## config.mk

```make
export PLATFORM = sky130hd
export DESIGN_NAME = pbfp_sqrt
export DESIGN_NICKNAME = d
export VERILOG_FILES = /design/src/rtl/core/pbfp_pkg.sv /design/src/rtl/core/pbfp_sqrt.sv
export SDC_FILE = /design/constraint.sdc
export NUM_CORES = 1
export LEC_CHECK = 0
export BUFFER_PORTS_ARGS = -buffer_cell sky130_fd_sc_hd__buf_2
export CAP_MARGIN = 40
export CORE_MARGIN = 3
export CORE_UTILIZATION = 58
export DETAILED_ROUTE_END_ITERATION = 6
export PLACE_DENSITY = 0.8
export SLEW_MARGIN = 40
export SYNTH_ARGS = -nofsm -noshare
export SYNTH_HDL_FRONTEND = slang
export SYNTH_SLANG_ARGS = --single-unit
```

## constraint.sdc

```tcl
create_clock -name clk_i -period 3.4 [get_ports clk_i]
set_input_delay 0.34 -clock clk_i [delete_from_list [all_inputs] [get_ports clk_i]]
set_output_delay 0.34 -clock clk_i [all_outputs]
set_load 0.05 [all_outputs]
```

## src/rtl/core/pbfp_pkg.sv

```systemverilog
// Shared types, constants and helper functions for the body frame projector.
// Used by the multiplier, divider, square root and top level; no dependencies.
package pbfp_pkg;

  localparam int MUL_W   = 33;
  localparam int PROD_W  = 2 * MUL_W;
  localparam int NUM_W   = 54;
  localparam int DEN_W   = 48;
  localparam int RAD_W   = 62;
  localparam int ROOT_W  = 31;
  localparam int MAT_FRAC = 28;
  localparam int US_PER_S = 1000000;
  localparam int CFG_IDX_W = 3;

  localparam logic [1:0] OP_POSE = 2'd0;
  localparam logic [1:0] OP_ANG  = 2'd1;
  localparam logic [1:0] OP_LIN  = 2'd2;

  localparam logic [1:0] KIND_GRAV = 2'd0;
  localparam logic [1:0] KIND_LIN  = 2'd1;
  localparam logic [1:0] KIND_ANG  = 2'd2;

  localparam logic [CFG_IDX_W-1:0] CFG_VEL_EN  = 3'd0;
  localparam logic [CFG_IDX_W-1:0] CFG_VEL_TW  = 3'd1;
  localparam logic [CFG_IDX_W-1:0] CFG_ANG_EN  = 3'd2;
  localparam logic [CFG_IDX_W-1:0] CFG_ANG_EXT = 3'd3;

  typedef struct packed {
    logic             start;
    logic [NUM_W-1:0] num;
    logic [DEN_W-1:0] den;
  } div_req_t;

  typedef struct packed {
    logic             done;
    logic [NUM_W-1:0] quo;
  } div_rsp_t;

  typedef struct packed {
    logic             start;
    logic [RAD_W-1:0] rad;
  } sqrt_req_t;

  typedef struct packed {
    logic              done;
    logic [ROOT_W-1:0] root;
  } sqrt_rsp_t;

  // quaternion component pair per product: xx yy zz xy xz yz wx wy wz
  function automatic logic [3:0] prd_pair(input logic [3:0] idx);
    logic [3:0] r;
    case (idx)
      4'd0:    r = {2'd1, 2'd1};
      4'd1:    r = {2'd2, 2'd2};
      4'd2:    r = {2'd3, 2'd3};
      4'd3:    r = {2'd1, 2'd2};
      4'd4:    r = {2'd1, 2'd3};
      4'd5:    r = {2'd2, 2'd3};
      4'd6:    r = {2'd0, 2'd1};
      4'd7:    r = {2'd0, 2'd2};
      4'd8:    r = {2'd0, 2'd3};
      default: r = 4'd0;
    endcase
    return r;
  endfunction

  function automatic logic signed [31:0] clamp_ent(input logic signed [34:0] v);
    logic signed [31:0] r;
    if (v > 35'sd1073741824) begin
      r = 32'sd1073741824;
    end else if (v < -35'sd1073741824) begin
      r = -32'sd1073741824;
    end else begin
      r = v[31:0];
    end
    return r;
  endfunction

  function automatic logic signed [31:0] sat32(input logic signed [37:0] v);
    logic signed [31:0] r;
    if (v > 38'sd2147483647) begin
      r = 32'sh7FFFFFFF;
    end else if (v < -38'sd2147483648) begin
      r = 32'sh80000000;
    end else begin
      r = v[31:0];
    end
    return r;
  endfunction

  function automatic logic signed [15:0] sat_q16(input logic [NUM_W-1:0] quo, input logic neg);
    logic signed [15:0] r;
    logic signed [17:0] n;
    n = -$signed({1'b0, quo[16:0]});
    if (neg) begin
      r = (quo > NUM_W'(32768)) ? 16'sh8000 : n[15:0];
    end else begin
      r = (quo > NUM_W'(32767)) ? 16'sh7FFF : quo[15:0];
    end
    return r;
  endfunction

  function automatic logic signed [31:0] sat_v32(input logic [NUM_W-1:0] quo, input logic neg);
    logic signed [31:0] r;
    logic signed [33:0] n;
    n = -$signed({2'b0, quo[31:0]});
    if (neg) begin
      r = (quo > NUM_W'(64'h80000000)) ? 32'sh80000000 : n[31:0];
    end else begin
      r = (quo > NUM_W'(64'h7FFFFFFF)) ? 32'sh7FFFFFFF : quo[31:0];
    end
    return r;
  endfunction

endpackage

```

## src/rtl/core/pbfp_sqrt.sv

```systemverilog
// Digit-by-digit integer square root, one root bit per cycle.
// Depends on pbfp_pkg for widths and request/response types.
module pbfp_sqrt (
  input  logic                clk_i,
  input  logic                rst_ni,
  input  pbfp_pkg::sqrt_req_t req_i,
  output pbfp_pkg::sqrt_rsp_t rsp_o
);

  localparam int RW = pbfp_pkg::RAD_W;
  localparam int OW = pbfp_pkg::ROOT_W;
  localparam int CW = $clog2(OW);

  logic          busy_q, busy_d;
  logic          done_q, done_d;
  logic [CW-1:0] cnt_q, cnt_d;
  logic [RW-1:0] rad_q, rad_d;
  logic [OW:0]   rem_q, rem_d;
  logic [OW-1:0] root_q, root_d;
  logic [OW+2:0] rem_sh;
  logic [OW+2:0] trial;
  logic [OW+2:0] rem_sub;
  logic          ge;

  assign rem_sh  = {rem_q, rad_q[RW-1 -: 2]};
  assign trial   = {1'b0, root_q, 2'b01};
  assign ge      = rem_sh >= trial;
  assign rem_sub = rem_sh - trial;

  always_comb begin
    busy_d = busy_q;
    done_d = 1'b0;
    cnt_d  = cnt_q;
    rad_d  = rad_q;
    rem_d  = rem_q;
    root_d = root_q;
    if (req_i.start) begin
      busy_d = 1'b1;
      cnt_d  = '0;
      rad_d  = req_i.rad;
      rem_d  = '0;
      root_d = '0;
    end else if (busy_q) begin
      rem_d  = ge ? rem_sub[OW:0] : rem_sh[OW:0];
      root_d = {root_q[OW-2:0], ge};
      rad_d  = {rad_q[RW-3:0], 2'b00};
      cnt_d  = cnt_q + CW'(1);
      if (cnt_q == CW'(OW - 1)) begin
        busy_d = 1'b0;
        done_d = 1'b1;
      end
    end
  end

  always_ff @(posedge clk_i or negedge rst_ni) begin
    if (!rst_ni) begin
      busy_q <= 1'b0;
      done_q <= 1'b0;
      cnt_q  <= '0;
    end else begin
      busy_q <= busy_d;
      done_q <= done_d;
      cnt_q  <= cnt_d;
    end
  end

  always_ff @(posedge clk_i) begin
    rad_q  <= rad_d;
    rem_q  <= rem_d;
    root_q <= root_d;
  end

  assign rsp_o.done = done_q;
  assign rsp_o.root = root_q;

endmodule

```

==> flow_metrics.py <==
metrics = {
    "global_route": {
        "grtUsageTotal_pct": 22.8,
        "grt-ovfl-total": 0,
        "antenna_found_initial": 1,
        "grt_pass1_wl_mm": 26.0,
        "grt_max_degree": 90,
        "grt_pass1_vias": 5569,
    },
    "clock_tree": {
        "root_buffer": "clkbuf_16",
        "cts_tree": "yes",
        "numClockSinks": 132,
        "path_clk_slew_ns": 0.06,
        "clk_latency_ns": 0.42,
        "cts.repair.resized": 0,
        "clk_path_buf_depth": 2,
        "cts_buffers": 17,
        "htree_num_levels": 4,
    },
    "setup_path": {
        "timing.rr.start": "root_q[21]",
        "crit_fanout": 21,
        "max_stage_delay_ns": 0.38,
        "crit_top_cell": "a21o_1",
        "timing.rr.end": "rem_q[29]",
        "startpoint_type": "flip-flop",
        "rrSetupSlack_ns": 0.32,
        "crit_slowest_cell": "ha_1",
        "ff2ff_path_depth": 12,
        "crit_type": "reg -> reg",
        "worst_ep_arrival_time_ns": 3.39,
        "cp.required_ns": 3.71,
        "cp_cell_sequence": "inv_1, ha_1, a21o_1, a21o_1, a21o_1, a211o_1, a22o_1, a21o_4, nor2_8, buf_4, o21ai_0, nor4_1",
        "endpoint_kind": "flip-flop",
    },
    "detailed_routing": {
        "drtPass1Iterations": 6,
        "wirelength_mm": 15.2,
        "drt-wirelength-per-cell_um": 15.7,
        "first_iter_violations": 371,
        "drc": 0,
        "drt-vias-per-instance": 5.65,
        "via_count": 5475,
        "ant_nets": 0,
    },
    "sta": {
        "timing.final.ws_setup_ns": 0.321,
        "clock-skew-final_ns": 0.00660,
        "maxSlewViolCount": 0,
        "tns_ns": 0,
        "fin_crit_sh_pct": 90.6,
        "setup_violations": 0,
        "max_freq_mhz": 325,
        "hold_violations": 0,
        "worstMarginPinSlew_ns": 0.739,
        "slew_headroom_pct": 50.8,
        "rsz0062_at_grt": "false",
        "finalCriticalPeriod_ns": 3.08,
    },
    "placement": {
        "gp_congestion": 0.864,
        "numPortBuffers": 96,
        "pre_cts_slack_ns": 0.388,
        "dp.cells": 936,
        "dp_hpwl_mm": 10.6,
    },
    "synthesis": {
        "syn_area_um2": 7240,
        "async_flop_share_pct": 5.30,
        "seq_area_frac_synth_pct": 45.6,
        "yosys_register_bits": 132,
        "synth.avg_cell_area_um2": 10.4,
        "ys_types": 58,
        "syn-num-nets": 798,
        "yosysWarnings": 0,
        "synthFlopType": "dfxtp_1",
        "netlist_instances": 698,
        "synth_edf_count": 62,
    },
    "layout": {
        "antenna_cells": 0,
        "final_util_pct": 69.5,
        "finalNetCount": 888,
        "syn_to_final_growth_pct": 16.3,
        "final_cell_mix": "95 x buf_2, 73 x nor2_1, 63 x dfxtp_1",
        "drive_gt1_share_pct": 25.6,
        "finalNonFillerCells": 969,
        "final_common_cell": "buf_2",
    },
    "power_and_ir_drop": {
        "power.density_nw_per_um2": 855,
        "power.leakage_uw": 0.00376,
        "vdd_ir_drop_max_v": 0.000498,
    },
    "floorplanning": {
        "initial_core_util_pct": 59.8,
        "coreArea_um2": 12100,
        "die_w_um": 118,
        "ios": 97,
        "die_area_um2": 13900,
        "die_height_um": 118,
        "num_rows": 40,
    },
    "min_path": {
        "min-delay-start": "req_i[0]",
        "hp-class": "in -> reg",
        "min_to": "rad_q[0]",
        "holdPathStages": 2,
    },
    "status": {
        "status": "finished, final reports clean",
    },
    "job": {
        "drv_cap": 0,
    },
}
-- state kept, by name, summed over array words and instances, names as in the netlist --
signal / flops
cnt_q: 5
done_q: 1
root_q: 31
rem_q: 32
rad_q: 62
busy_q: 1
-- cells by family after synthesis --
group | count (synthesis) | share of synthesized area (%)
buffers and inverters | 82 | 4.67
AND/OR/NAND/NOR | 159 | 10.3
adder cells (fa/ha/maj) | 35 | 6.05
AO/OA/AOI/OAI | 149 | 13.5
multiplexers | 109 | 16.1
XOR/XNOR | 32 | 3.87
flip-flops | 132 | 45.6
-- repair_timing --
action                    4_1_cts  5_1_grt
hold endpoints to repair        7        0
setup buffers                   0        0
hold buffers                    1        0
-- final cells by class --
cell class                      instances  area, µm²
Sequential cell                       132       3300
Clock inverter                         14        129
Fill cell                             925       3700
Multi-Input combinational cell        484       3600
Inverter                               48        180
Tap cell                              168        210
Timing Repair Buffer                  105        561
Clock buffer                           18        429
-- layer usage --
metal  track usage [%]  part of all wire [%]  vias to the layer above  routed length, µm
met2              37.2                    48                      145               7310
met5                 0                 0.046                        -                  7
li1                  -                     -                     2709                  -
met4              9.01                   2.4                        2                358
met1              27.5                    43                     2586               6540
met3              8.31                   6.4                       33                965
-- worst max-delay path: cells and delay by family, from the launching register on --
kind	cells	cell delay [ns]
fa+ha+maj	1	0.38
simple gates	2	0.36
flops	1	0.36
compound gates	7	1.50
buf+inv	2	0.36
-- through the flow --
stage                     instance area (µm²)  hold WS (ns)  total power [µW]
after floorplan                          7240        0.0444              4820
after global placement                   7840         0.174              5340
after detailed placement                 7850         0.182              5440
after CTS                                8410         0.185              7200
after global routing                     8410         0.196              7710
final                                    8410         0.203              7200
-- worst max-delay path by stage --
stage / from / end / slack [ns] / depth (start not counted)
3_5_place_dp: root_q[21] / rem_q[29] / 0.39 / 12
6_report: root_q[21] / rem_q[29] / 0.32 / 12
3_3_place_gp: root_q[21] / rem_q[21] / 0.51 / 12
2_1_floorplan: root_q[21] / rem_q[28] / 0.34 / 11
4_1_cts: root_q[21] / rem_q[18] / 0.37 / 12
5_1_grt: root_q[25] / rem_q[29] / 0.09 / 12
-- power breakdown --
part	internal, µW	switching, µW
combinational	1540	1870
clock	1010	709
sequential	1910	154
total	4460	2740
-- cell usage after synthesis, types with 3 or more instances --
| library cell | n | area share (%) |
|---|---|---|
| nor2_1 | 74 | 3.8 |
| dfxtp_1 | 63 | 17 |
| edfxtp_1 | 62 | 26 |
| mux2_2 | 60 | 9.3 |
| mux2i_1 | 49 | 6.8 |
| inv_1 | 48 | 2.5 |
| a21oi_1 | 44 | 3.0 |
| ha_1 | 35 | 6.1 |
| nand2_1 | 29 | 1.5 |
| o21ai_0 | 25 | 1.7 |
| clkbuf_1 | 24 | 1.2 |
| xnor2_1 | 20 | 2.4 |
| a211oi_1 | 19 | 2.0 |
| a21o_1 | 13 | 1.3 |
| xor2_1 | 12 | 1.5 |
| nand3_1 | 11 | 0.76 |
| nor3_1 | 9 | 0.62 |
| a31oi_1 | 8 | 0.69 |
| dfrtp_1 | 7 | 2.4 |
| nand2b_1 | 6 | 0.52 |
| nand4_1 | 6 | 0.52 |
| buf_1 | 5 | 0.26 |
| nor2b_1 | 5 | 0.43 |
| o21bai_1 | 5 | 0.52 |
| and2_1 | 4 | 0.35 |
| a211o_1 | 3 | 0.36 |
| a221oi_1 | 3 | 0.36 |
| and3_1 | 3 | 0.26 |
| nand3b_1 | 3 | 0.31 |
| o211ai_1 | 3 | 0.31 |
| o21a_1 | 3 | 0.31 |
(Power assumes the default switching activity.)
