===== config.mk =====
export PLATFORM = sky130hd
export DESIGN_NAME = pbfp_mul
export DESIGN_NICKNAME = d
export VERILOG_FILES = /design/src/rtl/core/pbfp_pkg.sv /design/src/rtl/core/pbfp_mul.sv
export SDC_FILE = /design/constraint.sdc
export NUM_CORES = 2
export LEC_CHECK = 0
export BUFFER_PORTS_ARGS = -buffer_cell sky130_fd_sc_hd__buf_4
export CORE_MARGIN = 2
export CORE_UTILIZATION = 64
export DETAILED_ROUTE_END_ITERATION = 8
export GPL_TIMING_DRIVEN = 0
export PLACE_DENSITY = 0.8
export SETUP_SLACK_MARGIN = 0.4
export SYNTH_ARGS = -nofsm -noshare
export SYNTH_HDL_FRONTEND = slang
export SYNTH_SLANG_ARGS = --single-unit

===== constraint.sdc =====
create_clock -name clk_i -period 11.2 [get_ports clk_i]
set_clock_uncertainty 0.2 [all_clocks]
set_input_delay 2.24 -clock clk_i [delete_from_list [all_inputs] [get_ports clk_i]]
set_output_delay 2.24 -clock clk_i [all_outputs]
set_load 0.05 [all_outputs]

===== src/rtl/core/pbfp_pkg.sv =====
// Shared types, constants and helper functions for the body frame projector.
// Used by the multiplier, divider, square root and top level; no dependencies.
package pbfp_pkg;

  localparam int MUL_W   = 33;
  localparam int PROD_W  = 2 * MUL_W;
  localparam int NUM_W   = 54;
  localparam int DEN_W   = 48;
  localparam int RAD_W   = 62;
  localparam int ROOT_W  = 31;
  localparam int MAT_FRAC = 28;
  localparam int US_PER_S = 1000000;
  localparam int CFG_IDX_W = 3;

  localparam logic [1:0] OP_POSE = 2'd0;
  localparam logic [1:0] OP_ANG  = 2'd1;
  localparam logic [1:0] OP_LIN  = 2'd2;

  localparam logic [1:0] KIND_GRAV = 2'd0;
  localparam logic [1:0] KIND_LIN  = 2'd1;
  localparam logic [1:0] KIND_ANG  = 2'd2;

  localparam logic [CFG_IDX_W-1:0] CFG_VEL_EN  = 3'd0;
  localparam logic [CFG_IDX_W-1:0] CFG_VEL_TW  = 3'd1;
  localparam logic [CFG_IDX_W-1:0] CFG_ANG_EN  = 3'd2;
  localparam logic [CFG_IDX_W-1:0] CFG_ANG_EXT = 3'd3;

  typedef struct packed {
    logic             start;
    logic [NUM_W-1:0] num;
    logic [DEN_W-1:0] den;
  } div_req_t;

  typedef struct packed {
    logic             done;
    logic [NUM_W-1:0] quo;
  } div_rsp_t;

  typedef struct packed {
    logic             start;
    logic [RAD_W-1:0] rad;
  } sqrt_req_t;

  typedef struct packed {
    logic              done;
    logic [ROOT_W-1:0] root;
  } sqrt_rsp_t;

  // quaternion component pair per product: xx yy zz xy xz yz wx wy wz
  function automatic logic [3:0] prd_pair(input logic [3:0] idx);
    logic [3:0] r;
    case (idx)
      4'd0:    r = {2'd1, 2'd1};
      4'd1:    r = {2'd2, 2'd2};
      4'd2:    r = {2'd3, 2'd3};
      4'd3:    r = {2'd1, 2'd2};
      4'd4:    r = {2'd1, 2'd3};
      4'd5:    r = {2'd2, 2'd3};
      4'd6:    r = {2'd0, 2'd1};
      4'd7:    r = {2'd0, 2'd2};
      4'd8:    r = {2'd0, 2'd3};
      default: r = 4'd0;
    endcase
    return r;
  endfunction

  function automatic logic signed [31:0] clamp_ent(input logic signed [34:0] v);
    logic signed [31:0] r;
    if (v > 35'sd1073741824) begin
      r = 32'sd1073741824;
    end else if (v < -35'sd1073741824) begin
      r = -32'sd1073741824;
    end else begin
      r = v[31:0];
    end
    return r;
  endfunction

  function automatic logic signed [31:0] sat32(input logic signed [37:0] v);
    logic signed [31:0] r;
    if (v > 38'sd2147483647) begin
      r = 32'sh7FFFFFFF;
    end else if (v < -38'sd2147483648) begin
      r = 32'sh80000000;
    end else begin
      r = v[31:0];
    end
    return r;
  endfunction

  function automatic logic signed [15:0] sat_q16(input logic [NUM_W-1:0] quo, input logic neg);
    logic signed [15:0] r;
    logic signed [17:0] n;
    n = -$signed({1'b0, quo[16:0]});
    if (neg) begin
      r = (quo > NUM_W'(32768)) ? 16'sh8000 : n[15:0];
    end else begin
      r = (quo > NUM_W'(32767)) ? 16'sh7FFF : quo[15:0];
    end
    return r;
  endfunction

  function automatic logic signed [31:0] sat_v32(input logic [NUM_W-1:0] quo, input logic neg);
    logic signed [31:0] r;
    logic signed [33:0] n;
    n = -$signed({2'b0, quo[31:0]});
    if (neg) begin
      r = (quo > NUM_W'(64'h80000000)) ? 32'sh80000000 : n[31:0];
    end else begin
      r = (quo > NUM_W'(64'h7FFFFFFF)) ? 32'sh7FFFFFFF : quo[31:0];
    end
    return r;
  endfunction

endpackage


===== src/rtl/core/pbfp_mul.sv =====
// Shared signed multiplier with registered product.
// Depends on pbfp_pkg for operand widths.
module pbfp_mul (
  input  logic                               clk_i,
  input  logic signed [pbfp_pkg::MUL_W-1:0]  a_i,
  input  logic signed [pbfp_pkg::MUL_W-1:0]  b_i,
  output logic signed [pbfp_pkg::PROD_W-1:0] p_o
);

  logic signed [pbfp_pkg::PROD_W-1:0] p_q;

  always_ff @(posedge clk_i) begin
    p_q <= a_i * b_i;
  end

  assign p_o = p_q;

endmodule


==> summary.txt <==
CELLS AND AREA
--------------------------------------------------------------------------------------
Area used by sequential logic in the layout                               0.00132 sq mm
Largest register FFs                                                                66
Share of final-layout standard cells stronger than drive strength 1              4.66%
Number of inserted filler cells in the final layout                               5134
Synthesis-to-layout area growth                                                  6.01%
Total Nets Final                                                                  5911
Finished Layout Cells                                                             5343
Multi-input gate area in the final layout                                 0.0343 sq mm

STA
--------------------------------------------------------------------------------------
Normalized max-slew margin                                                       20.3%
Final worst path period share                                                    94.5%
Worst Setup Slack, final                                                        615 ps
Measured slew at the worst slew-check pin                                      1190 ps
Max-slew violation total from the final report                                       0
Number of hold violations in the final report                                        0
Number of failing setup endpoints in the final timing report                         0
Setup repair after global routing missed its margin                                 no
Hold slack final                                                               2050 ps
Max Fclk                                                                      94.5 MHz
Final critical delay including setup and external delays                      10590 ps

SYNTH
--------------------------------------------------------------------------------------
Async set or reset register ratio after synthesis                                   0%
Count of flip-flops with a built-in enable after synthesis                           0
Warning count from the yosys run                                                     0
Count of unique library cells instantiated by Yosys                                 80
Mean cell area of the mapped netlist                                        9.39 sq um
Post-synthesis cell type with the largest combined area                   sky130_fd_sc_hd__fa_1
Sequential area share after synthesis                                            3.24%
Number of synthesized register bits                                                 66
Area share of the leading cell type in the synthesized netlist                   56.3%
Gate count of the mapped netlist                                                  4338
Dominant synthesized flop cell                                            sky130_fd_sc_hd__dfxtp_1
Cell types occupying the most area after synthesis                        sky130_fd_sc_hd__fa_1, sky130_fd_sc_hd__inv_1, sky130_fd_sc_hd__and2_1
Post-Synthesis Cell Area                                                  0.0407 sq mm
Syn Nets                                                                          5767
Top cell types by occurrence after synthesis                              sky130_fd_sc_hd__fa_1, sky130_fd_sc_hd__inv_1, sky130_fd_sc_hd__and2_1, sky130_fd_sc_hd__nand2_1, sky130_fd_sc_hd__ha_1
Cell with the most instances after synthesis                              sky130_fd_sc_hd__fa_1

WORST HOLD PATH
--------------------------------------------------------------------------------------
Worst Min Path Start                                                            a_i[0]
Hold WC Path Type                                                               in2reg

CTS
--------------------------------------------------------------------------------------
Cts-stage hold buffer count                                                          0
Number of levels in the clock H-tree                                                 3
Clock slew at the register clock pins of the worst setup and hold paths          70 ps
Maximum buffer depth of the clock tree                                               2
Number of buffers added by the clock tree synthesis step                             9
Clock tree from TritonCTS                                                         done
Buffer type at the clock tree root                                        sky130_fd_sc_hd__clkbuf_16
Total number of clock tree sinks                                                    66

ROUTE
--------------------------------------------------------------------------------------
WL per Instance                                                           26.3 microns
DRC violation total after the first TritonRoute iteration                         3272
Detailed Route WL                                                         140000 microns
Number of detailed-route iterations in the first pass                                6
Antenna-violating nets left                                                          0
Detail-routed via count per cell                                                  5.86
Total number of vias                                                             31300
Drt drc                                                                              0

GRT
--------------------------------------------------------------------------------------
First-pass GRT wire length                                                212000 microns
Maximum number of pins on one net before global-route repair                        27
Number of global-route vias before repair                                        33600
GRT Resource Usage Total                                                         44.7%
Aggregate global routing overflow                                                    0
Initial antenna violation count                                                     15

RUN
--------------------------------------------------------------------------------------
Max-cap violations                                                                   0

WORST SETUP PATH
--------------------------------------------------------------------------------------
Largest fanout on the critical path                                                 10
Launching element type of the critical path                                 input port
Arrival time at the worst endpoint                                            10640 ps
Path type of the worst setup path                                               in2reg
Capturing element of the worst setup path                                 p_o[58]$_DFF_P_
Type of destination of the critical path                                      register
Critical Path RT                                                              11260 ps
Setup crit start                                                               b_i[11]

DIE
--------------------------------------------------------------------------------------
Io pins                                                                            133
Initial core utilization                                                         64.7%
Core Area                                                                 0.0630 sq mm
Die W                                                                      256 microns
Chip height                                                                256 microns
DIE AREA                                                                  0.0657 sq mm
Site row count                                                                      92

PLACED DESIGN
--------------------------------------------------------------------------------------
Setup Slack @ Placement                                                        -359 ps
Weighted congestion at the end of routability-driven global placement             1.09
Buffers added on ports                                                             132
Placed cell count                                                                 5316
Post-DP HPWL                                                              123000 microns

RUN STATUS
--------------------------------------------------------------------------------------
Status                                                                       completed

critical path, cell delays in order:
cell                       delay [ps]
sky130_fd_sc_hd__buf_4            170
sky130_fd_sc_hd__clkbuf_1         710
sky130_fd_sc_hd__nand2_1          160
sky130_fd_sc_hd__fa_1             500
sky130_fd_sc_hd__fa_1             660
sky130_fd_sc_hd__fa_1             590
sky130_fd_sc_hd__inv_1             50
sky130_fd_sc_hd__fa_1             500
sky130_fd_sc_hd__fa_1             790
sky130_fd_sc_hd__fa_1             500
sky130_fd_sc_hd__fa_1             490
sky130_fd_sc_hd__inv_1             50
sky130_fd_sc_hd__fa_1             480
sky130_fd_sc_hd__inv_1             50
sky130_fd_sc_hd__ha_1             270
sky130_fd_sc_hd__buf_2            170
sky130_fd_sc_hd__a21oi_1          430
sky130_fd_sc_hd__o21ai_1          180
sky130_fd_sc_hd__a311o_1          340
sky130_fd_sc_hd__a31o_1           280
sky130_fd_sc_hd__a211oi_4         460
sky130_fd_sc_hd__a21oi_2          190
sky130_fd_sc_hd__nor4b_2          290
sky130_fd_sc_hd__a311oi_1          80
cells in the final DEF (no fill, tap or decap), types with 4 or more instances in the layout:
| master | instances |
|---|---|
| sky130_fd_sc_hd__and3_1 | 5 |
| sky130_fd_sc_hd__o211ai_1 | 4 |
| sky130_fd_sc_hd__nor2_1 | 68 |
| sky130_fd_sc_hd__o21a_1 | 6 |
| sky130_fd_sc_hd__buf_4 | 133 |
| sky130_fd_sc_hd__clkbuf_2 | 11 |
| sky130_fd_sc_hd__ha_1 | 217 |
| sky130_fd_sc_hd__nand4_1 | 11 |
| sky130_fd_sc_hd__dfxtp_1 | 66 |
| sky130_fd_sc_hd__a31oi_1 | 8 |
| sky130_fd_sc_hd__and2_1 | 562 |
| sky130_fd_sc_hd__fa_1 | 1144 |
| sky130_fd_sc_hd__nand2_1 | 551 |
| sky130_fd_sc_hd__buf_2 | 11 |
| sky130_fd_sc_hd__nand2b_1 | 12 |
| sky130_fd_sc_hd__o21ai_1 | 6 |
| sky130_fd_sc_hd__a211oi_1 | 7 |
| sky130_fd_sc_hd__clkbuf_16 | 9 |
| sky130_fd_sc_hd__o21ai_0 | 25 |
| sky130_fd_sc_hd__nand3_1 | 25 |
| sky130_fd_sc_hd__inv_1 | 1131 |
| sky130_fd_sc_hd__nor3_1 | 7 |
| sky130_fd_sc_hd__diode_2 | 10 |
| sky130_fd_sc_hd__a21o_1 | 36 |
| sky130_fd_sc_hd__o21bai_1 | 11 |
| sky130_fd_sc_hd__a211o_1 | 6 |
| sky130_fd_sc_hd__xnor2_1 | 43 |
| sky130_fd_sc_hd__xor2_1 | 25 |
| sky130_fd_sc_hd__nor2b_1 | 5 |
| sky130_fd_sc_hd__and4_1 | 5 |
| sky130_fd_sc_hd__clkbuf_1 | 197 |
| sky130_fd_sc_hd__a21oi_1 | 57 |
layout make-up:
| cell class | count | share of cell area, % |
|---|---|---|
| antenna | 10 | 0.0579 |
| buffer | 221 | 2.02 |
| clock buffer | 10 | 0.530 |
| clock inverter | 6 | 0.267 |
| inverter | 1131 | 9.83 |
| multi-input combinational | 2920 | 79.5 |
| sequential | 66 | 3.06 |
| tap | 846 | 2.45 |
| timing repair buffer | 133 | 2.31 |
layer usage:
metal | global-route usage [%] | share of wire [%] | routed length [microns] | vias up
met4 | 32.6 | 9.4 | 13200 | 2
met1 | 56.2 | 34 | 47400 | 16000
met5 | 0 | 0.012 | 17 | -
met3 | 12.8 | 13 | 18400 | 600
li1 | - | - | - | 12600
met2 | 66.7 | 44 | 61500 | 2077
worst min-delay path by stage:
stage / to / slack [ps] / cells after the start
after global placement: p_o[0]$_DFF_P_ / 2470 / 2
after CTS: p_o[0]$_DFF_P_ / 2060 / 2
after detailed placement: p_o[0]$_DFF_P_ / 2470 / 2
after floorplan: p_o[0]$_DFF_P_ / 2170 / 1
final: p_o[0]$_DFF_P_ / 2050 / 2
after global routing: p_o[0]$_DFF_P_ / 2060 / 2
what timing repair did:
action / CTS / global route
gates resized for setup: 2 / 25
pin swaps: 0 / 1
cloned: 0 / 0
setup buffers: 0 / 1
setup endpoints to repair: 12 / 6
hold endpoints to repair: 0 / 0
cells by family (layout without fill, tap and decap cells):
kind of cell	Yosys count	after routing	share of synthesized area (%)
adder cells (fa/ha/maj)	1362	1362	62.9
other	0	10	0
flip-flops	66	66	3.24
XOR/XNOR	68	68	1.46
AND/OR/NAND/NOR	1271	1271	15.8
buffers and inverters	1352	1501	12.5
AO/OA/AOI/OAI	219	219	4.07
metrics by stage:
step                      area (sq um)  TNS [ps]  utilization (%)
after floorplan                  40700         0                -
after global placement           42800     -1220             67.9
after detailed placement         42800     -1810             67.9
after CTS                        43100         0             68.5
after global routing             43200         0             68.6
final                            43200         0             68.6
Power is not shown: default switching activity piles up to over one toggle a cycle in this logic, so the estimate is an artifact.
