--- src/rtl/core/pbfp_pkg.sv ---
// Shared types, constants and helper functions for the body frame projector.
// Used by the multiplier, divider, square root and top level; no dependencies.
package pbfp_pkg;

  localparam int MUL_W   = 33;
  localparam int PROD_W  = 2 * MUL_W;
  localparam int NUM_W   = 54;
  localparam int DEN_W   = 48;
  localparam int RAD_W   = 62;
  localparam int ROOT_W  = 31;
  localparam int MAT_FRAC = 28;
  localparam int US_PER_S = 1000000;
  localparam int CFG_IDX_W = 3;

  localparam logic [1:0] OP_POSE = 2'd0;
  localparam logic [1:0] OP_ANG  = 2'd1;
  localparam logic [1:0] OP_LIN  = 2'd2;

  localparam logic [1:0] KIND_GRAV = 2'd0;
  localparam logic [1:0] KIND_LIN  = 2'd1;
  localparam logic [1:0] KIND_ANG  = 2'd2;

  localparam logic [CFG_IDX_W-1:0] CFG_VEL_EN  = 3'd0;
  localparam logic [CFG_IDX_W-1:0] CFG_VEL_TW  = 3'd1;
  localparam logic [CFG_IDX_W-1:0] CFG_ANG_EN  = 3'd2;
  localparam logic [CFG_IDX_W-1:0] CFG_ANG_EXT = 3'd3;

  typedef struct packed {
    logic             start;
    logic [NUM_W-1:0] num;
    logic [DEN_W-1:0] den;
  } div_req_t;

  typedef struct packed {
    logic             done;
    logic [NUM_W-1:0] quo;
  } div_rsp_t;

  typedef struct packed {
    logic             start;
    logic [RAD_W-1:0] rad;
  } sqrt_req_t;

  typedef struct packed {
    logic              done;
    logic [ROOT_W-1:0] root;
  } sqrt_rsp_t;

  // quaternion component pair per product: xx yy zz xy xz yz wx wy wz
  function automatic logic [3:0] prd_pair(input logic [3:0] idx);
    logic [3:0] r;
    case (idx)
      4'd0:    r = {2'd1, 2'd1};
      4'd1:    r = {2'd2, 2'd2};
      4'd2:    r = {2'd3, 2'd3};
      4'd3:    r = {2'd1, 2'd2};
      4'd4:    r = {2'd1, 2'd3};
      4'd5:    r = {2'd2, 2'd3};
      4'd6:    r = {2'd0, 2'd1};
      4'd7:    r = {2'd0, 2'd2};
      4'd8:    r = {2'd0, 2'd3};
      default: r = 4'd0;
    endcase
    return r;
  endfunction

  function automatic logic signed [31:0] clamp_ent(input logic signed [34:0] v);
    logic signed [31:0] r;
    if (v > 35'sd1073741824) begin
      r = 32'sd1073741824;
    end else if (v < -35'sd1073741824) begin
      r = -32'sd1073741824;
    end else begin
      r = v[31:0];
    end
    return r;
  endfunction

  function automatic logic signed [31:0] sat32(input logic signed [37:0] v);
    logic signed [31:0] r;
    if (v > 38'sd2147483647) begin
      r = 32'sh7FFFFFFF;
    end else if (v < -38'sd2147483648) begin
      r = 32'sh80000000;
    end else begin
      r = v[31:0];
    end
    return r;
  endfunction

  function automatic logic signed [15:0] sat_q16(input logic [NUM_W-1:0] quo, input logic neg);
    logic signed [15:0] r;
    logic signed [17:0] n;
    n = -$signed({1'b0, quo[16:0]});
    if (neg) begin
      r = (quo > NUM_W'(32768)) ? 16'sh8000 : n[15:0];
    end else begin
      r = (quo > NUM_W'(32767)) ? 16'sh7FFF : quo[15:0];
    end
    return r;
  endfunction

  function automatic logic signed [31:0] sat_v32(input logic [NUM_W-1:0] quo, input logic neg);
    logic signed [31:0] r;
    logic signed [33:0] n;
    n = -$signed({2'b0, quo[31:0]});
    if (neg) begin
      r = (quo > NUM_W'(64'h80000000)) ? 32'sh80000000 : n[31:0];
    end else begin
      r = (quo > NUM_W'(64'h7FFFFFFF)) ? 32'sh7FFFFFFF : quo[31:0];
    end
    return r;
  endfunction

endpackage

--- src/rtl/core/pbfp_div.sv ---
// Restoring unsigned divider, one quotient bit per cycle.
// Depends on pbfp_pkg for widths and request/response types.
module pbfp_div (
  input  logic                clk_i,
  input  logic                rst_ni,
  input  pbfp_pkg::div_req_t  req_i,
  output pbfp_pkg::div_rsp_t  rsp_o
);

  localparam int NW = pbfp_pkg::NUM_W;
  localparam int DW = pbfp_pkg::DEN_W;
  localparam int CW = $clog2(NW);

  logic          busy_q, busy_d;
  logic          done_q, done_d;
  logic [CW-1:0] cnt_q, cnt_d;
  logic [NW-1:0] num_q, num_d;
  logic [DW-1:0] den_q, den_d;
  logic [DW-1:0] rem_q, rem_d;
  logic [NW-1:0] quo_q, quo_d;
  logic [DW:0]   rem_sh;
  logic [DW:0]   rem_sub;
  logic          ge;

  assign rem_sh  = {rem_q, num_q[NW-1]};
  assign ge      = rem_sh >= {1'b0, den_q};
  assign rem_sub = rem_sh - {1'b0, den_q};

  always_comb begin
    busy_d = busy_q;
    done_d = 1'b0;
    cnt_d  = cnt_q;
    num_d  = num_q;
    den_d  = den_q;
    rem_d  = rem_q;
    quo_d  = quo_q;
    if (req_i.start) begin
      busy_d = 1'b1;
      cnt_d  = '0;
      num_d  = req_i.num;
      den_d  = req_i.den;
      rem_d  = '0;
      quo_d  = '0;
    end else if (busy_q) begin
      rem_d = ge ? rem_sub[DW-1:0] : rem_sh[DW-1:0];
      quo_d = {quo_q[NW-2:0], ge};
      num_d = {num_q[NW-2:0], 1'b0};
      cnt_d = cnt_q + CW'(1);
      if (cnt_q == CW'(NW - 1)) begin
        busy_d = 1'b0;
        done_d = 1'b1;
      end
    end
  end

  always_ff @(posedge clk_i or negedge rst_ni) begin
    if (!rst_ni) begin
      busy_q <= 1'b0;
      done_q <= 1'b0;
      cnt_q  <= '0;
    end else begin
      busy_q <= busy_d;
      done_q <= done_d;
      cnt_q  <= cnt_d;
    end
  end

  always_ff @(posedge clk_i) begin
    num_q <= num_d;
    den_q <= den_d;
    rem_q <= rem_d;
    quo_q <= quo_d;
  end

  assign rsp_o.done = done_q;
  assign rsp_o.quo  = quo_q;

endmodule

--- config.mk ---
export PLATFORM = sky130hd
export DESIGN_NAME = pbfp_div
export DESIGN_NICKNAME = d
export VERILOG_FILES = /design/src/rtl/core/pbfp_pkg.sv /design/src/rtl/core/pbfp_div.sv
export SDC_FILE = /design/constraint.sdc
export NUM_CORES = 1
export LEC_CHECK = 0
export ABC_CLOCK_PERIOD_IN_PS = 5200
export BUFFER_PORTS_ARGS = -buffer_cell sky130_fd_sc_hd__buf_4
export CAP_MARGIN = 10
export CORE_ASPECT_RATIO = 0.9
export CORE_MARGIN = 8
export CORE_UTILIZATION = 62
export DETAILED_ROUTE_END_ITERATION = 12
export PLACE_DENSITY_LB_ADDON = 0.08
export SLEW_MARGIN = 0
export SYNTH_ARGS = -nofsm -noshare
export SYNTH_HDL_FRONTEND = slang
export SYNTH_SLANG_ARGS = --single-unit
--- constraint.sdc ---
create_clock -name clk_i -period 5.2 [get_ports clk_i]
set_input_delay 0.52 -clock clk_i [delete_from_list [all_inputs] [get_ports clk_i]]
set_output_delay 0.52 -clock clk_i [all_outputs]
set_load 0.02 [all_outputs]
==> impl_metrics.toml, run 1 <==
[outcome]
status = "complete, no violations"

[critical_path]
crit_chain = "inv_1 -> ha_1 -> a21o_1 -> a21o_1 -> a221oi_1 -> a211o_1 -> a211oi_2 -> o211ai_1 -> nand3_2 -> inv_2 -> nand2_1 -> a311oi_1"
regToRegStartpoint = "den_q[10]"
end_kind = "register"
start_kind = "register"
path_depth = 12
endpoint = "rem_q[41]"
worstPathMaxFanout = 36
critPathMostFrequentCell = "a21o_1"
cpPeakStageDelay_ps = 830
crit_path_start = "den_q[10]"
rr_worst_depth = 12
crit_slowest_cell = "inv_2"
crit_family = "compound AO/OA/AOI/OAI gates"
arrival_ps = 4520
path_buf_inv = 2
worstSetupPathType = "register to register"
timing.rr.end = "rem_q[41]"
crit_required_ps = 5590
r2r_slack_ps = 1070

[timing]
min_period_ps = 4130
final_hold_viol_count = 0
fin_crit_sh_pct = 79.4
setup_viol_count_final = 0
tightest_slew_ps = 1080
slew_viol_final = 0
fin_skew_ps = 20.7
setup-tns-final_ps = 0
max_freq_mhz = 242
slew_headroom_pct = 28.3
rsz0062_at_grt = "no"

[final_layout]
drive_gt1_share_pct = 21.3
design_area_um2 = 13000
antenna_cells = 0
area_growth_pct = 17.5
fin_nets = 1390
layout_commonest_cell = "buf_4"
mostFrequentLayoutCells = "buf_4, nor2_1, nand2_1"

[logic_synthesis]
synthAdderAreaFrac_pct = 5.82
syn_avg_cell_area_um2 = 9.93
ys_seq_area_share_pct = 47.8
synth_compound_area_share_pct = 14.0
synth_edf_count = 102
netlist_area_um2 = 11100
syn-num-nets = 1274
yosysWarnings = 0
synth_simple_gate_area_share_pct = 13.1
synth_mux_area_share_pct = 10.6
synth_cell_type_count = 67
synth-xor-area-share_pct = 3.55
synthArstFlopShare_pct = 3.77
synth_top_family_by_area = "compound AO/OA/AOI/OAI gates"
synth-seq-cells = 212
syn-instance-count = 1118
synth_flop_cell = "edfxtp_1"

[global_route]
grt_pass1_wl_mm = 40.1
grt-ovfl-total = 0
grt_max_degree = 88
grt_pass1_vias = 8166
antenna_found_initial = 0
grtUsageTotal_pct = 21.7

[die]
die_h_um = 143
die-area_um2 = 22400
initial_core_util_pct = 63.2
num_rows = 46
top_level_ports = 160
die_w_um = 157
core-area_um2 = 17600

[detailed_routing]
vias = 8595
firstDrtPassIters = 7
drtAntennaViolNets = 0
drt-vias-per-instance = 5.77
drc = 0
wire_per_inst_um = 17.0
drt_wl_total_mm = 25.3
first_iter_violations = 662

[pwr]
irDropWorstVdd_mv = 0.354
power.leakage_nw = 5.86
power_frac_seq_pct = 37.1
power.share.switching_pct = 35.7
intPower_mw = 3.71
power_frac_clock_pct = 26.6
netSwitchingPower_mw = 2.06
combPwrFrac_pct = 36.3
power_density_nw_per_um2 = 443
p_total_mw = 5.77

[job]
maxCapViolCount = 0

[clocking]
clockRootBuffer = "clkbuf_16"
cts_tree = "done"
insertion_delay_ps = 510
postCtsSetupBuffers = 0
path_clk_slew_ps = 70
cts_sinks = 212
cts_max_level = 1
cts_buffer_depth = 3
cts-buffers-inserted = 22

[placement]
place.gp.congestion = 0.919
place.port_buffers = 159
hpwl_mm = 17.8
placed_area_um2 = 12300

[hold_path]
hold_class = "primary input to register"
## through the flow
stage          hold slack (ps)  util, %  cells  worst slack [ps]
2_1_floorplan              224        -   1118              2190
3_3_place_gp               345     70.2   1449              1300
3_5_place_dp               343     70.2   1449              1220
4_1_cts                    162     74.3   1490              1100
5_1_grt                    167     74.3   1490               791
6_report                   182     74.3   1490              1070
## sequential cells by signal, summed over array words and instances, names as in the netlist
name and count:
rem_q 48, cnt_q 6, done_q 1, busy_q 1, num_q 54, quo_q 54, den_q 48
## how the worst min path moves through the flow
stage / startpoint / endpoint / depth (start not counted)
6_report: req_i[37] / den_q[37] / 1
3_3_place_gp: rst_ni / cnt_q[2] / 1
5_1_grt: req_i[39] / den_q[39] / 1
2_1_floorplan: rst_ni / busy_q / 0
4_1_cts: req_i[37] / den_q[37] / 1
3_5_place_dp: rst_ni / cnt_q[2] / 1
## power groups by stage
| stage | registers, mW | logic [mW] | clock network (mW) |
|---|---|---|---|
| global route | 2.17 | 2.31 | 1.63 |
| finish | 2.14 | 2.10 | 1.53 |
| global placement | 2.16 | 2.02 | 0 |
| CTS | 2.14 | 2.08 | 1.57 |
| detailed placement | 2.17 | 2.06 | 0 |
| floorplan | 2.13 | 1.65 | 0 |
## layer usage
metal  vias up  part of all wire (%)  routed length, um  GRT usage [%]
met4         0                   2.5                633           7.21
met2       271                    46              11700           34.9
met5         -                     0                  0              0
met1      4078                    44              11300           28.9
li1       4204                     -                  -              -
met3        42                   7.1               1810           4.29
## worst register-to-register path, cell delays in order, from the launching register on
cell and delay (ps):
edfxtp_1 320, inv_1 40, ha_1 380, a21o_1 220
a21o_1 180, a221oi_1 380, a211o_1 220, a211oi_2 110
o211ai_1 240, nand3_2 580, inv_2 830, nand2_1 160
a311oi_1 360
## synth_stat cells (9+ instances only)
| master | count | share of area, % |
|---|---|---|
| inv_1 | 68 | 2.3 |
| edfxtp_1 | 102 | 28 |
| xnor2_1 | 28 | 2.2 |
| nand2b_1 | 11 | 0.62 |
| nor2_1 | 133 | 4.5 |
| dfxtp_1 | 102 | 18 |
| a31oi_1 | 9 | 0.51 |
| buf_2 | 11 | 0.50 |
| o21ai_0 | 36 | 1.6 |
| ha_1 | 50 | 5.6 |
| nand2_1 | 109 | 3.7 |
| mux2i_1 | 57 | 5.1 |
| a21o_1 | 22 | 1.5 |
| nand3_1 | 16 | 0.72 |
| o21bai_1 | 10 | 0.68 |
| nand4_1 | 20 | 1.1 |
| mux2_2 | 54 | 5.5 |
| a311oi_1 | 29 | 2.3 |
| clkbuf_1 | 47 | 1.6 |
| xor2_1 | 17 | 1.3 |
| a211oi_1 | 11 | 0.74 |
| a21oi_1 | 59 | 2.7 |
## cells by family (layout without fill, tap and decap cells)
family / after synthesis / after routing
buffers and inverters: 142 / 274
xor gates and xnor gates: 45 / 45
AOI/OAI and AO/OA: 227 / 227
adders and majority gates: 51 / 51
and+or+nand+nor: 330 / 330
DFF: 212 / 212
muxes: 111 / 111
## repair_timing
item,in CTS,in global routing
hold endpoints to repair,8,0
hold buffers,1,0
gates resized for setup,0,0
## area by class of cell
class                   count  area (um2)
flip-flops and latches    212        5310
multi-input cells         764        5230
fillers                  1284        4510
repair buffers            165        1240
clock buffers              28         604
well taps                 240         300
inverters                  69         259
clock inverters            12        97.6
No activity file was read; power rests on OpenSTA's default activity.
==> run 2, diff against run 1 <==
--- a/config.mk
+++ b/config.mk
@@ -5,12 +5,12 @@
 export SDC_FILE = /design/constraint.sdc
 export NUM_CORES = 1
 export LEC_CHECK = 0
-export ABC_CLOCK_PERIOD_IN_PS = 5200
+export ABC_CLOCK_PERIOD_IN_PS = 3800
 export BUFFER_PORTS_ARGS = -buffer_cell sky130_fd_sc_hd__buf_4
 export CAP_MARGIN = 10
 export CORE_ASPECT_RATIO = 0.9
 export CORE_MARGIN = 8
-export CORE_UTILIZATION = 62
+export CORE_UTILIZATION = 58
 export DETAILED_ROUTE_END_ITERATION = 12
 export PLACE_DENSITY_LB_ADDON = 0.08
 export SLEW_MARGIN = 0
==> constraint.sdc (replaced) <==
create_clock -name clk_i -period 3.8 [get_ports clk_i]
set_input_delay 0.38 -clock clk_i [delete_from_list [all_inputs] [get_ports clk_i]]
set_output_delay 0.38 -clock clk_i [all_outputs]
set_load 0.02 [all_outputs]
==> run 2 against run 1 <==
Design area rose by 1.4%; setup slack worse by 730 ps; sequential power rose by 36%; sequential share of layout area is 0.57 points lower; final cell count is 1.2% higher; critical path depth increased by 1; critical endpoint is now rem_q[46]; largest cell class unchanged; largest power group is now combinational cells.
==> impl_metrics.toml, run 2 (synthesized netlist as in run 1, its figures left out) <==
[final_layout]
antenna_cells = 0
drive_gt1_share_pct = 21.9
layout_commonest_cell = "buf_4"
area_growth_pct = 19.2
mostFrequentLayoutCells = "buf_4, nor2_1, nand2_1"
final_cell_count_no_fill = 1508
fin_nets = 1396
top_regs = "num_q x54, quo_q x54"
design_area_um2 = 13200

[critical_path]
worstSetupPathType = "register to register"
cpPeakStageDelay_ps = 600
crit_required_ps = 4160
start_kind = "register"
crit_chain = "inv_1 -> ha_1 -> fa_1 -> nand2b_1 -> a21oi_1 -> o21a_1 -> a21oi_1 -> or4_1 -> a21oi_1 -> o2111ai_1 -> and4_1 -> o31ai_1 -> a311oi_1"
worstPathMaxFanout = 3
regToRegStartpoint = "num_q[53]"
crit_path_start = "num_q[53]"
end_kind = "register"
crit_slowest_cell = "or4_1"
critPathMostFrequentCell = "a21oi_1"
arrival_ps = 3820

[global_route]
antenna_found_initial = 0
grt_max_degree = 113
grtUsageTotal_pct = 20.4
grt-ovfl-total = 0
grt_pass1_wl_mm = 40.8
grt_pass1_vias = 8204

[detailed_routing]
drt-vias-per-instance = 5.60
vias = 8443
first_iter_violations = 667
drt_wl_total_mm = 24.8
met1Wirelength_mm = 10.9
wire_per_inst_um = 16.4
wl_met2_mm = 11.7
drc = 0
routed.top_layer = "met4"
route.met3.wl_mm = 1.65
firstDrtPassIters = 5
drtAntennaViolNets = 0

[timing]
slew_headroom_pct = 30.9
rsz0062_at_grt = "no"
final_hold_viol_count = 0
fin_crit_sh_pct = 91.0
slew_viol_final = 0
setup_viol_count_final = 0
min_period_ps = 3460
tightest_slew_ps = 1030
setup-tns-final_ps = 0
fin_skew_ps = 15.7
max_freq_mhz = 289

[job]
maxCapViolCount = 0

[clocking]
insertion_delay_ps = 510
cts_max_level = 1
cts_buffer_depth = 3
cts-buffers-inserted = 24
path_clk_slew_ps = 60
clockRootBuffer = "clkbuf_16"
cts_sinks = 212
postCtsSetupBuffers = 0
cts.repair.resized = 0
cts_tree = "done"

[die]
die_w_um = 162
top_level_ports = 160
core-area_um2 = 19000
die-area_um2 = 23800
num_rows = 48
die_h_um = 147
initial_core_util_pct = 58.5

[placement]
hpwl_mm = 17.5
place.port_buffers = 159
place.gp.congestion = 0.919
placed_area_um2 = 12400
place_inst = 1463

[pwr]
irDropWorstVdd_mv = 0.395
power_density_nw_per_um2 = 618
power.leakage_nw = 5.96

[outcome]
status = "complete, no violations"

[hold_path]
hp-start = "req_i[42]"
hold_class = "primary input to register"
-- run 2: cell type report --
cell class	instances	area, um2
Inverter	69	259
Multi-Input combinational cell	764	5230
Sequential cell	212	5310
Tap cell	250	313
Clock buffer	33	718
Timing Repair Buffer	169	1310
Clock inverter	11	90.1
Fill cell	1505	5750
-- run 2: power by group --
group / internal [mW] / switching [mW]
combinational: 1.23 / 1.71
sequential: 2.72 / 0.199
clock: 1.40 / 0.915
-- run 2: path summary, 6_finish.rpt --
kind | to | slack, ps | cells after the start
worst max-delay path | rem_q[46] | 340 | 13
worst min-delay path | den_q[42] | 40 | 1
worst max register to register | rem_q[46] | 340 | 13
worst min register to register | rem_q[39] | 480 | 2
max in group asynchronous | busy_q | 3400 | 2
min in group asynchronous | busy_q | 260 | 2
-- run 2: timing repair --
item                                   4_1_cts  5_1_grt
hold buffers                                 1        0
endpoints found under the hold margin        8        0
setup endpoints to repair                    0        0
-- run 2: worst max-delay path: cells and delay by family (launching register included) --
| family | cells | cell delay, ps |
|---|---|---|
| compound gates | 7 | 1290 |
| fa+ha+maj | 2 | 620 |
| buf+inv | 1 | 50 |
| flops | 1 | 340 |
| simple gates | 3 | 1010 |
-- run 2: stage by stage --
stage               total power [mW]  setup WS [ps]  util [%]  hold slack [ps]
finish                          8.17            341      69.7             44.1
global route                    8.69            113      69.7             21.6
CTS                             8.23            359      69.7             23.1
detailed placement              5.88            365      65.4              203
global placement                5.85            465      65.4              205
floorplan                       5.18            793         -             84.4
-- run 2: per-layer routing --
layer,vias up,track usage (%)
li1,4224,-
met1,3937,26.1
met2,244,33.9
met3,38,4.78
met4,0,5.69
met5,-,0
==> run 3, diff against run 2 <==
--- a/config.mk
+++ b/config.mk
@@ -12,7 +12,7 @@
 export CORE_MARGIN = 8
 export CORE_UTILIZATION = 58
 export DETAILED_ROUTE_END_ITERATION = 12
-export PLACE_DENSITY_LB_ADDON = 0.08
+export PLACE_DENSITY = 0.89
 export SLEW_MARGIN = 0
 export SYNTH_ARGS = -nofsm -noshare
 export SYNTH_HDL_FRONTEND = slang
==> run 3 against run 2 <==
Clock power shrank 4%; largest cell class unchanged; wire length grew 6.3%; register-to-register slack is essentially flat.
==> impl_metrics.toml, run 3 (synthesized netlist as in run 1, its figures left out) <==
[outcome]
status = "complete, no violations"

[detailed_routing]
drtAntennaViolNets = 0
firstDrtPassIters = 7
first_iter_violations = 685
drt-vias-per-instance = 5.78
wire_per_inst_um = 17.5
vias = 8706
drt_wl_total_mm = 26.3
drc = 0

[timing]
fin_skew_ps = 15.5
slew_viol_final = 0
fin_crit_sh_pct = 90.8
hold-worst-slack_ps = 38.5
setup_viol_count_final = 0
max_freq_mhz = 290
final_hold_viol_count = 0
min_period_ps = 3450
slew_headroom_pct = 46.4
setup-tns-final_ps = 0
rsz0062_at_grt = "no"
tightest_slew_ps = 802
layout_setup_ws_ps = 349

[hold_path]
hold_class = "primary input to register"

[pwr]
irDropWorstVdd_mv = 0.431
combPwrFrac_pct = 36.4
netSwitchingPower_mw = 2.88
power.leakage_nw = 5.92
power_frac_clock_pct = 27.4
p_total_mw = 8.11
power_density_nw_per_um2 = 616
power.share.switching_pct = 35.5
power_frac_seq_pct = 36.2
intPower_mw = 5.23

[global_route]
grt-ovfl-total = 0
grt_pass1_wl_mm = 43.1
antenna_found_initial = 0
grt_pass1_vias = 8614
grt_max_degree = 149
grtUsageTotal_pct = 21.5

[clocking]
cts_max_level = 1
cts-buffers-inserted = 23
insertion_delay_ps = 510
clockRootBuffer = "clkbuf_16"
postCtsSetupBuffers = 0
cts_sinks = 212
cts.repair.resized = 0
path_clk_slew_ps = 70
cts_tree = "done"
cts_buffer_depth = 3

[critical_path]
start_kind = "register"
end_kind = "register"
arrival_ps = 3860
rr_worst_depth = 12
endpoint = "rem_q[43]"
crit_required_ps = 4210
worstSetupPathType = "register to register"
r2r_slack_ps = 350
timing.rr.end = "rem_q[43]"
crit_slowest_cell = "o21ai_0"
worstPathMaxFanout = 5
cpPeakStageDelay_ps = 530
regToRegStartpoint = "den_q[13]"
crit_chain = "inv_1 -> ha_1 -> a21oi_1 -> a21boi_0 -> a311oi_1 -> a32o_1 -> a21oi_1 -> o21ai_0 -> o21ai_0 -> xor2_1 -> nand2_1 -> a311oi_1"
crit_path_start = "den_q[13]"

[final_layout]
antenna_cells = 0
area_growth_pct = 18.6
fin_nets = 1395
design_area_um2 = 13200
fin_util_pct = 69.4
mostFrequentLayoutCells = "buf_4, nor2_1, nand2_1"
top_regs = "num_q x54, quo_q x54"
layout_commonest_cell = "buf_4"
final_cell_count_no_fill = 1506
drive_gt1_share_pct = 21.7

[die]
die_w_um = 162
num_rows = 48
initial_core_util_pct = 58.5
core-area_um2 = 19000
die-area_um2 = 23800
die_h_um = 147
top_level_ports = 160

[placement]
place.port_buffers = 159
place.gp.congestion = 0.968
hpwl_mm = 18.4
post-place-ws_ps = 431
place_inst = 1463
placed_area_um2 = 12400

[job]
maxCapViolCount = 0
==> run 3: routing by layer <==
metal	wire (um)	vias to the layer above	part of all wire [%]	global-route usage, %
met2	12600	276	48	36.0
met1	11400	4161	43	27.4
met5	0	-	0	0
li1	-	4227	-	-
met3	1720	42	6.5	4.67
met4	609	0	2.3	6.48
==> run 3: worst max-delay path, delay by kind of cell (launching register included) <==
kind	cells	cell delay, ps
buffers and inverters	1	50
AND/OR/NAND/NOR	1	80
flip-flops	1	340
XOR/XNOR	1	170
AO/OA/AOI/OAI	8	2360
adder cells (fa/ha/maj)	1	360
==> run 3: how the worst min path moves through the flow <==
stage,from,end,slack (ps),cells past startpoint
6_report,req_i[22],den_q[22],40,1
3_5_place_dp,rst_ni,cnt_q[0],200,1
4_1_cts,req_i[22],den_q[22],10,1
5_1_grt,req_i[23],den_q[23],20,1
2_1_floorplan,rst_ni,busy_q,80,0
3_3_place_gp,rst_ni,cnt_q[0],200,1
==> run 3: final cells by class <==
class                   instances  area, um2
clock buffers                  32        671
clock inverters                10       83.8
fillers                      1424       5810
inverters                      69        259
multi-input cells             764       5230
flip-flops and latches        212       5310
well taps                     250        313
repair buffers                169       1300
==> run 3: power by group through the flow <==
stage | clock [mW] | combinational, mW | sequential, mW
CTS | 2.27 | 2.91 | 2.93
global route | 2.36 | 3.26 | 2.96
floorplan | 0 | 2.26 | 2.92
detailed placement | 0 | 2.88 | 2.97
finish | 2.22 | 2.95 | 2.93
global placement | 0 | 2.82 | 2.95
==> run 3: repair_timing <==
action | CTS | global route
hold endpoints to repair | 8 | 0
hold buffers | 1 | 0
endpoints found under the setup margin | 0 | 0
